$ cat src/rtl/core/atrt_pkg.sv
package atrt_pkg;
    localparam int unsigned TABLE_DEPTH_DEF = 16;
    localparam int unsigned QUEUE_DEPTH     = 2;
    localparam logic [4:0]  MAX_RESULTS     = 5'd16;

    localparam logic [1:0] REQ_SEND = 2'd0;
    localparam logic [1:0] REQ_ACK  = 2'd1;
    localparam logic [1:0] REQ_DATA = 2'd2;
    localparam logic [1:0] REQ_TICK = 2'd3;

    localparam logic [2:0] ACT_NONE     = 3'd0;
    localparam logic [2:0] ACT_RECORDED = 3'd1;
    localparam logic [2:0] ACT_RETX     = 3'd2;
    localparam logic [2:0] ACT_DELIVER  = 3'd3;
    localparam logic [2:0] ACT_BAD_CK   = 3'd4;
    localparam logic [2:0] ACT_NOT_OURS = 3'd5;
    localparam logic [2:0] ACT_ACKED    = 3'd6;

    localparam logic [1:0] REG_OWN   = 2'd0;
    localparam logic [1:0] REG_BCAST = 2'd1;
    localparam logic [1:0] REG_TMO   = 2'd2;

    localparam logic [7:0]  OWN_RST   = 8'd39;
    localparam logic [7:0]  BCAST_RST = 8'd255;
    localparam logic [31:0] TMO_RST   = 32'd2000000;

    typedef struct packed {
        logic [1:0]  req_type;
        logic [7:0]  dest_addr;
        logic [7:0]  src_addr;
        logic [7:0]  msg_id;
        logic [4:0]  payload_length;
        logic [7:0]  rx_checksum;
        logic [31:0] now_us;
    } t_req;

    typedef struct packed {
        logic [2:0] action;
        logic [3:0] entry_index;
        logic [7:0] out_dest;
        logic [7:0] out_src;
        logic [7:0] out_id;
        logic [7:0] out_checksum;
        logic [4:0] cleared_count;
        logic       last;
    } t_res;

    // classified item handed from front to back
    typedef struct packed {
        logic       scan;      // ack or tick: needs a table scan
        logic       is_tick;
        logic       is_send;
        t_res       res;       // ready-made result for non-scan items
        logic [7:0] key_dest;
        logic [7:0] key_id;
        logic [31:0] now_us;
    } t_cmd;

    // configuration snapshot
    typedef struct packed {
        logic [7:0]  own;
        logic [7:0]  bcast;
        logic [31:0] tmo;
    } t_cfg;

    function automatic logic [7:0] chk(input logic [7:0] d, input logic [7:0] s,
                                       input logic [4:0] len);
        chk = d + s + {3'd0, len} - 8'd1;
    endfunction
endpackage

$ cat src/rtl/core/atrt_front.sv
module atrt_front
    import atrt_pkg::*;
(
    input  logic i_clk,
    input  logic i_rst_n,
    input  logic i_valid,
    input  t_req i_req,
    input  t_cfg i_cfg,
    input  logic i_pop,
    output logic o_full,
    output logic o_empty,
    output t_cmd o_cmd
);
    localparam int unsigned QW = $clog2(QUEUE_DEPTH);

    t_cmd             r_q [QUEUE_DEPTH];
    logic [QW-1:0]    r_wp, r_rp;
    logic [QW:0]      r_cnt;
    t_cmd             n_cmd;

    // classify the request and build its single result where no scan is needed
    always_comb begin
        n_cmd          = '0;
        n_cmd.key_dest = i_req.src_addr;
        n_cmd.key_id   = i_req.msg_id;
        n_cmd.now_us   = i_req.now_us;
        n_cmd.res.last = 1'b1;
        unique case (i_req.req_type)
            REQ_SEND: begin
                n_cmd.is_send          = 1'b1;
                n_cmd.key_dest         = i_req.dest_addr;
                n_cmd.res.action       = ACT_RECORDED;
                n_cmd.res.out_dest     = i_req.dest_addr;
                n_cmd.res.out_src      = i_cfg.own;
                n_cmd.res.out_id       = i_req.msg_id;
                n_cmd.res.out_checksum = chk(i_req.dest_addr, i_cfg.own,
                                             i_req.payload_length);
            end
            REQ_ACK: n_cmd.scan = 1'b1;
            REQ_DATA: begin
                if (chk(i_req.dest_addr, i_req.src_addr, i_req.payload_length)
                        != i_req.rx_checksum) begin
                    n_cmd.res.action = ACT_BAD_CK;
                end else if (i_req.dest_addr != i_cfg.own &&
                             i_req.dest_addr != i_cfg.bcast) begin
                    n_cmd.res.action = ACT_NOT_OURS;
                end else begin
                    n_cmd.res.action   = ACT_DELIVER;
                    n_cmd.res.out_dest = i_req.src_addr;
                    n_cmd.res.out_src  = i_req.dest_addr;
                    n_cmd.res.out_id   = i_req.msg_id;
                end
            end
            default: begin
                n_cmd.scan    = 1'b1;
                n_cmd.is_tick = 1'b1;
            end
        endcase
    end

    assign o_full  = (r_cnt == (QW+1)'(QUEUE_DEPTH));
    assign o_empty = (r_cnt == '0);
    assign o_cmd   = r_q[r_rp];

    // command queue
    always_ff @(posedge i_clk) begin
        if (i_valid) r_q[r_wp] <= n_cmd;
        if (!i_rst_n) begin
            r_wp  <= '0;
            r_rp  <= '0;
            r_cnt <= '0;
        end else begin
            if (i_valid) r_wp <= r_wp + 1'b1;
            if (i_pop)   r_rp <= r_rp + 1'b1;
            r_cnt <= r_cnt + (QW+1)'(i_valid) - (QW+1)'(i_pop);
        end
    end
endmodule

$ cat src/rtl/core/atrt_back.sv
module atrt_back
    import atrt_pkg::*;
#(
    parameter int unsigned TABLE_DEPTH = TABLE_DEPTH_DEF
) (
    input  logic i_clk,
    input  logic i_rst_n,
    input  logic i_empty,
    input  t_cmd i_cmd,
    input  t_cfg i_cfg,
    output logic o_pop,
    output logic o_valid,
    output t_res o_res
);
    localparam int unsigned AW = (TABLE_DEPTH > 1) ? $clog2(TABLE_DEPTH) : 1;
    localparam logic [AW-1:0] LAST_IDX = AW'(TABLE_DEPTH - 1);

    localparam logic [1:0] ST_IDLE  = 2'd0;
    localparam logic [1:0] ST_SCAN  = 2'd1;
    localparam logic [1:0] ST_EVAL  = 2'd2;
    localparam logic [1:0] ST_CLOSE = 2'd3;

    // table memory: dest, id, time per slot
    logic [47:0]          r_mem [TABLE_DEPTH];
    logic [TABLE_DEPTH-1:0] r_wait;
    logic [AW-1:0]        r_wpos;
    logic [1:0]           r_st;
    logic [AW-1:0]        r_idx, r_ridx;
    logic [47:0]          r_rd;
    logic [4:0]           r_cnt;
    logic                 r_any;
    logic                 r_rlast;
    logic                 r_valid;
    t_res                 r_res;
    t_res                 r_pend;
    t_cmd                 r_cmd;
    t_res                 n_res;
    t_res                 n_close;
    logic [4:0]           n_cnt;
    logic                 mem_we;
    logic [AW-1:0]        mem_wa;
    logic [47:0]          mem_wd;
    logic                 hit, due, due_ok;
    logic [31:0]          age;

    assign o_pop   = (r_st == ST_IDLE) && !i_empty;
    assign o_valid = r_valid;
    assign o_res   = r_res;

    assign age    = r_cmd.now_us - r_rd[31:0];
    assign hit    = r_wait[r_ridx] && r_rd[47:40] == r_cmd.key_dest &&
                    r_rd[39:32] == r_cmd.key_id;
    assign due    = r_wait[r_ridx] && age > i_cfg.tmo;
    // beyond the result limit the slot stays untouched for a later tick
    assign due_ok = due && (r_cnt != MAX_RESULTS);

    // result of a non-scan item, count and closing retransmit
    always_comb begin
        n_res = i_cmd.res;
        if (i_cmd.is_send) n_res.entry_index = 4'(r_wpos);
        n_cnt = (r_cnt == MAX_RESULTS) ? r_cnt : r_cnt + 5'(hit);
        n_close      = r_pend;
        n_close.last = 1'b1;
    end

    // memory write: send or timer restart
    always_comb begin
        mem_we = 1'b0;
        mem_wa = r_wpos;
        mem_wd = {i_cmd.key_dest, i_cmd.key_id, i_cmd.now_us};
        if (o_pop && i_cmd.is_send) begin
            mem_we = 1'b1;
        end else if (r_st == ST_EVAL && r_cmd.is_tick && due_ok) begin
            mem_we = 1'b1;
            mem_wa = r_ridx;
            mem_wd = {r_rd[47:32], r_cmd.now_us};
        end
    end

    always_ff @(posedge i_clk) begin
        if (mem_we) r_mem[mem_wa] <= mem_wd;
        r_rd <= r_mem[r_idx];
    end

    // scan sequencer: read a slot in the scan state, evaluate it in the eval state
    always_ff @(posedge i_clk) begin
        if (!i_rst_n) begin
            r_st    <= ST_IDLE;
            r_wait  <= '0;
            r_wpos  <= '0;
            r_idx   <= '0;
            r_valid <= 1'b0;
        end else begin
            r_valid <= 1'b0;
            unique case (r_st)
                ST_IDLE: begin
                    if (o_pop) begin
                        r_cmd <= i_cmd;
                        r_res <= n_res;
                        if (i_cmd.scan) begin
                            r_st  <= ST_SCAN;
                            r_idx <= '0;
                            r_cnt <= '0;
                            r_any <= 1'b0;
                        end else begin
                            r_valid <= 1'b1;
                            if (i_cmd.is_send) begin
                                r_wait[r_wpos] <= 1'b1;
                                r_wpos <= (r_wpos == LAST_IDX) ? '0 : r_wpos + 1'b1;
                            end
                        end
                    end
                end
                ST_SCAN: begin
                    r_ridx  <= r_idx;
                    r_rlast <= (r_idx == LAST_IDX);
                    r_idx   <= r_idx + 1'b1;
                    r_st    <= ST_EVAL;
                end
                ST_EVAL: begin
                    if (r_cmd.is_tick) begin
                        // a retransmit waits for the next due slot or the close
                        if (due_ok) begin
                            r_any  <= 1'b1;
                            r_cnt  <= r_cnt + 5'd1;
                            r_pend <= '{action: ACT_RETX, entry_index: 4'(r_ridx),
                                        out_dest: r_rd[47:40], out_src: i_cfg.own,
                                        out_id: r_rd[39:32], out_checksum: 8'd0,
                                        cleared_count: 5'd0, last: 1'b0};
                            if (r_any) begin
                                r_valid <= 1'b1;
                                r_res   <= r_pend;
                            end
                        end
                        r_st <= r_rlast ? ST_CLOSE : ST_SCAN;
                    end else begin
                        if (hit) r_wait[r_ridx] <= 1'b0;
                        if (r_rlast) begin
                            r_valid <= 1'b1;
                            r_res   <= '{action: ACT_ACKED, cleared_count: n_cnt,
                                         last: 1'b1, default: '0};
                        end
                        r_cnt <= n_cnt;
                        r_st  <= r_rlast ? ST_IDLE : ST_SCAN;
                    end
                end
                ST_CLOSE: begin
                    // final item of a tick: pending retransmit or none due
                    r_valid <= 1'b1;
                    if (r_any) begin
                        r_res <= n_close;
                    end else begin
                        r_res <= '{action: ACT_NONE, last: 1'b1, default: '0};
                    end
                    r_st <= ST_IDLE;
                end
            endcase
        end
    end
endmodule

$ cat src/rtl/core/ack_tracking_retransmit_table_top.sv
// Channel   | Direction | Handshake                  | Payload
// request   | in        | i_start && !o_busy         | i_req  (t_req)
// result    | out       | o_res_valid, one cycle     | o_res  (t_res)
// config    | in        | psel & penable & pwrite    | pwdata, paddr
// Send and data items are queued and, once popped, give a registered result.
// Ack and tick items scan the slots one at a time, each read in the scan state
// and evaluated in the eval state through the single read port of the slot
// memory: an ack result follows the last slot, a tick's last item the close state.
// Synchronous active-low reset clears waiting marks and the write position.
// The receiver cannot stall; o_busy holds off items while the queue is full.
module ack_tracking_retransmit_table_top
    import atrt_pkg::*;
#(
    parameter int unsigned TABLE_DEPTH = TABLE_DEPTH_DEF
) (
    input  logic        i_clk,
    input  logic        i_rst_n,
    input  logic        i_start,
    output logic        o_busy,
    input  t_req        i_req,
    output logic        o_res_valid,
    output t_res        o_res,
    input  logic        psel,
    input  logic        penable,
    input  logic        pwrite,
    input  logic [3:0]  paddr,
    input  logic [31:0] pwdata,
    output logic [31:0] prdata,
    output logic        pready
);
    t_cfg r_cfg;
    logic q_full, q_empty, pop, accept;
    t_cmd cmd;

    assign pready = 1'b1;
    assign o_busy = q_full;
    assign accept = i_start && !o_busy;

    // register file
    always_ff @(posedge i_clk) begin
        if (!i_rst_n) begin
            r_cfg <= '{own: OWN_RST, bcast: BCAST_RST, tmo: TMO_RST};
        end else if (psel && penable && pwrite) begin
            unique case (paddr[3:2])
                REG_OWN:   r_cfg.own   <= pwdata[7:0];
                REG_BCAST: r_cfg.bcast <= pwdata[7:0];
                REG_TMO:   r_cfg.tmo   <= pwdata;
                default: ;
            endcase
        end
    end

    always_comb begin
        unique case (paddr[3:2])
            REG_OWN:   prdata = {24'd0, r_cfg.own};
            REG_BCAST: prdata = {24'd0, r_cfg.bcast};
            REG_TMO:   prdata = r_cfg.tmo;
            default:   prdata = '0;
        endcase
    end

    atrt_front u_front (
        .i_clk, .i_rst_n, .i_valid(accept), .i_req, .i_cfg(r_cfg),
        .i_pop(pop), .o_full(q_full), .o_empty(q_empty), .o_cmd(cmd)
    );

    atrt_back #(.TABLE_DEPTH(TABLE_DEPTH)) u_back (
        .i_clk, .i_rst_n, .i_empty(q_empty), .i_cmd(cmd), .i_cfg(r_cfg),
        .o_pop(pop), .o_valid(o_res_valid), .o_res(o_res)
    );
endmodule

$ cat config.mk
export PLATFORM = sky130hd
export DESIGN_NAME = ack_tracking_retransmit_table_top
export DESIGN_NICKNAME = d
export VERILOG_FILES = /design/src/rtl/core/atrt_pkg.sv /design/src/rtl/core/atrt_front.sv /design/src/rtl/core/atrt_back.sv /design/src/rtl/core/ack_tracking_retransmit_table_top.sv
export SDC_FILE = /design/constraint.sdc
export NUM_CORES = 1
export LEC_CHECK = 0
export BUFFER_PORTS_ARGS = -buffer_cell sky130_fd_sc_hd__buf_2
export CELL_PAD_IN_SITES_DETAIL_PLACEMENT = 2
export CELL_PAD_IN_SITES_GLOBAL_PLACEMENT = 2
export CORE_MARGIN = 8
export CORE_UTILIZATION = 45
export DETAILED_ROUTE_END_ITERATION = 8
export PLACE_DENSITY_LB_ADDON = 0.1
export REMOVE_ABC_BUFFERS = 1
export SYNTH_ARGS = -nofsm -noshare
export SYNTH_HDL_FRONTEND = slang
export SYNTH_SLANG_ARGS = --single-unit
$ cat constraint.sdc
create_clock -name i_clk -period 9.5 [get_ports i_clk]
set_input_delay 1.425 -clock i_clk [delete_from_list [all_inputs] [get_ports i_clk]]
set_output_delay 1.425 -clock i_clk [all_outputs]
set_load 0.005 [all_outputs]
==> impl_metrics.yaml <==
floorplanning:
  coreArea_um2: 109000
  row_count: 121
  die-area_um2: 120000
  die_w_um: 347
  pin_count: 193
  fp.dieH_um: 347
  initial_core_util: 0.452
finish:
  syn2layout_area_growth_pct: 15.0
  final_util: 0.520
  drive_above_1_share: 0.261
  antenna_cells: 0
  nets: 3251
  n_fill_cell: 9566
worst_setup_path:
  cp-start-kind: "flip-flop"
  critPathSlowestCell: "o32ai_4"
  cp_num_buf_inv: 1
  reg2reg_to: "u_back.r_mem[13][33]"
  r2r_cells: 18
  reg2reg_from: "u_back.r_cmd[8]"
  path_delay_family: "compound AO/OA/AOI/OAI gates"
  cp_max_fo: 31
  cp-end-kind: "flip-flop"
  crit_path_start: "u_back.r_cmd[8]"
  crit_cells: 18
  cpPeakStageDelay_ns: 0.77
  ff2ff_setup_slack_ns: 1.65
  cp_cell_sequence: "ha_1 -> and3_1 -> a211oi_1 -> o2111ai_1 -> a31oi_1 -> o41a_1 -> o311ai_1 -> a31oi_1 -> o21bai_1 -> xor2_1 -> ha_1 -> nand4_1 -> nor4_1 -> a221o_1 -> nand3_1 -> or2_4 -> o32ai_4 -> buf_4"
  cp.required_ns: 9.86
  worstSetupEndpoint: "u_back.r_mem[13][33]"
  worstSetupPathType: "reg -> reg"
  worstPathArrival_ns: 8.21
timing:
  tns_ns: 0
  rsz0062_at_grt: "false"
  relSlewSlack: 0.219
  max_freq_mhz: 127
  period_needed_ns: 7.85
  tightest_slew_ns: 1.17
  whs_ns: 0.474
  fin_crit_sh: 0.827
  skew_ns: 0.0379
  hold_violations: 0
  setup_viol: 0
  final_max_slew_viol_count: 0
clock_network:
  post-cts-setup-buffers: 0
  htree_levels: 4
  cts_buffers: 132
  clockBufferDepth: 3
  cts_tree: "built"
  clock_latency_ns: 0.76
  clk_pin_slew_ns: 0.06
  cts-root-buf: "clkbuf_16"
  cts_resized: 0
  cts.sinks: 1201
  cts-hold-fix-buffers: 0
yosys:
  synthCells: 2780
  synthTopCellsByCount: "edfxtp_1 (1073), mux4_2 (241), nand2_1 (152)"
  synthFlopType: "edfxtp_1"
  synth_edf_count: 1073
  synth_top_area_share: 0.655
  synth_seq_cells: 1201
  syn_avg_cell_area_um2: 17.7
  synth_cell_type_count: 74
  async_flop_share: 0
  synth-seq-area-share: 0.707
  yosysTopAreaCell: "edfxtp_1"
  synth_area_um2: 49200
  yosysWarnings: 0
  netlist_top_cells_area: "edfxtp_1 (66%), mux4_2 (11%), dfxtp_1 (5.2%)"
  synth_most_common_cell: "edfxtp_1"
min_path:
  hold_class: "reg -> reg"
global_routing:
  grt_pass1_wl_mm: 217
  grt_max_degree: 103
  grt_antenna_before_repair: 1
  grt_pass1_vias: 30000
  grt_use_total: 0.246
  grt.overflow.total: 0
drt:
  drtIter0Drc: 2183
  vias: 27200
  ant_nets: 0
  drtPass1Iterations: 5
  vias_per_cell: 5.98
  wl_per_cell_um: 32.9
  wirelength_mm: 150
  drc: 0
job:
  cap_violations: 0
outcome:
  run_status: "finished clean"
power_and_ir_drop:
  pwr_density_cell_nw_per_um2: 271
  vdd.ir_drop.worst_v: 0.000151
  leakage_nw: 19.0
place:
  port_buffers: 189
  dpl.hpwl_mm: 89.5
  place_congestion: 0.773
state kept, by name, summed over array words and instances (netlist names), named ones only:
signal and cells:
u_back.o_valid 1, u_back.n_close 28, u_back.r_rd 48, u_back.r_cmd 49, u_back.r_rlast 1, u_back.r_st 2, u_back.r_idx 4, u_front.r_rp 1
u_front.r_wp 1, u_back.r_mem 768, u_back.r_wait 16, u_back.r_cnt 5, u_front.r_q 172, r_cfg 48, u_back.o_res 45, u_back.r_wpos 4
u_front.r_cnt 2, u_back.r_ridx 4, u_back.r_any 1
final cells by class:
type / instances / area (µm²) / share of cell area
clock buffers: 181 / 3740 / 0.0661
clock inverters: 63 / 683 / 0.0121
inverters: 141 / 529 / 0.00936
multi-input cells: 1309 / 13600 / 0.241
repair buffers: 236 / 1420 / 0.0252
flip-flops and latches: 1201 / 34800 / 0.615
well taps: 1414 / 1770 / 0.0313
stage by stage:
stage	instances	power [mW]	cell area, µm²	setup WS (ns)
3_5_place_dp	4301	10.1	52100	1.83
2_1_floorplan	2651	9.02	48600	0.297
3_3_place_gp	4301	9.81	52100	2.02
6_report	4545	15.3	56500	1.65
5_1_grt	4545	15.9	56500	1.38
4_1_cts	4545	15.5	56500	1.69
worst min-delay path by stage:
stage	from	endpoint	slack, ns	cells past startpoint
after global routing	r_cfg[25]	r_cfg[25]	0.51	2
after global placement	u_back.r_wait[6]	u_back.r_wait[6]	0.45	2
after CTS	r_cfg[24]	r_cfg[24]	0.48	2
final	r_cfg[24]	r_cfg[24]	0.47	2
after floorplan	u_back.r_wait[13]	u_back.r_wait[13]	0.44	2
after detailed placement	r_cfg[29]	r_cfg[29]	0.47	2
power by group:
group	switching (mW)	total [mW]	internal, mW
Clock	2.18	5.28	3.10
Combinational	2.00	3.27	1.27
Sequential	0.244	6.78	6.53
Total	4.42	15.3	10.9
per-layer routing:
| metal | GRT usage | wire (µm) | vias up | share of wire |
|---|---|---|---|---|
| li1 | - | - | 11300 | - |
| met1 | 0.329 | 63700 | 14700 | 0.43 |
| met2 | 0.427 | 75600 | 977 | 0.51 |
| met3 | 0.0327 | 7000 | 195 | 0.047 |
| met4 | 0.0618 | 3210 | 0 | 0.021 |
| met5 | 0 | 0 | - | 0 |
worst min-delay path: cells and delay by family, from the launching register on:
family	cells	cell delay (ns)
flip-flops	1	0.32
AO/OA/AOI/OAI	1	0.05
AND/OR/NAND/NOR	1	0.06
layout by cell type, fill, tap and decap left out, drive strengths merged, types with 10 or more instances in the layout:
cell	Yosys	routed
clkinv	2	43
and2	43	43
nand2	152	152
bufinv	0	12
mux4	245	245
fa	11	11
nor2	93	93
nand3	28	28
ha	106	106
clkbuf	96	181
nand4	19	19
xnor2	60	60
mux2i	54	54
inv	139	147
mux2	98	98
buf	33	236
a22o	20	20
edfxtp	1073	1073
or2	10	10
nor3	11	11
o21ai	80	80
a21oi	92	92
dfxtp	128	128
a21o	30	30
xor2	34	34
cell families after synthesis:
family,Yosys count,share of synthesized area
DFF,1201,0.707
muxes,397,0.146
adders and majority gates,117,0.0315
AOI/OAI and AO/OA,286,0.0363
and+or+nand+nor,414,0.0403
other,1,0.0000763
xor gates and xnor gates,94,0.0167
buffers and inverters,270,0.0218
Note: power is estimated with default switching activity, not from simulation.
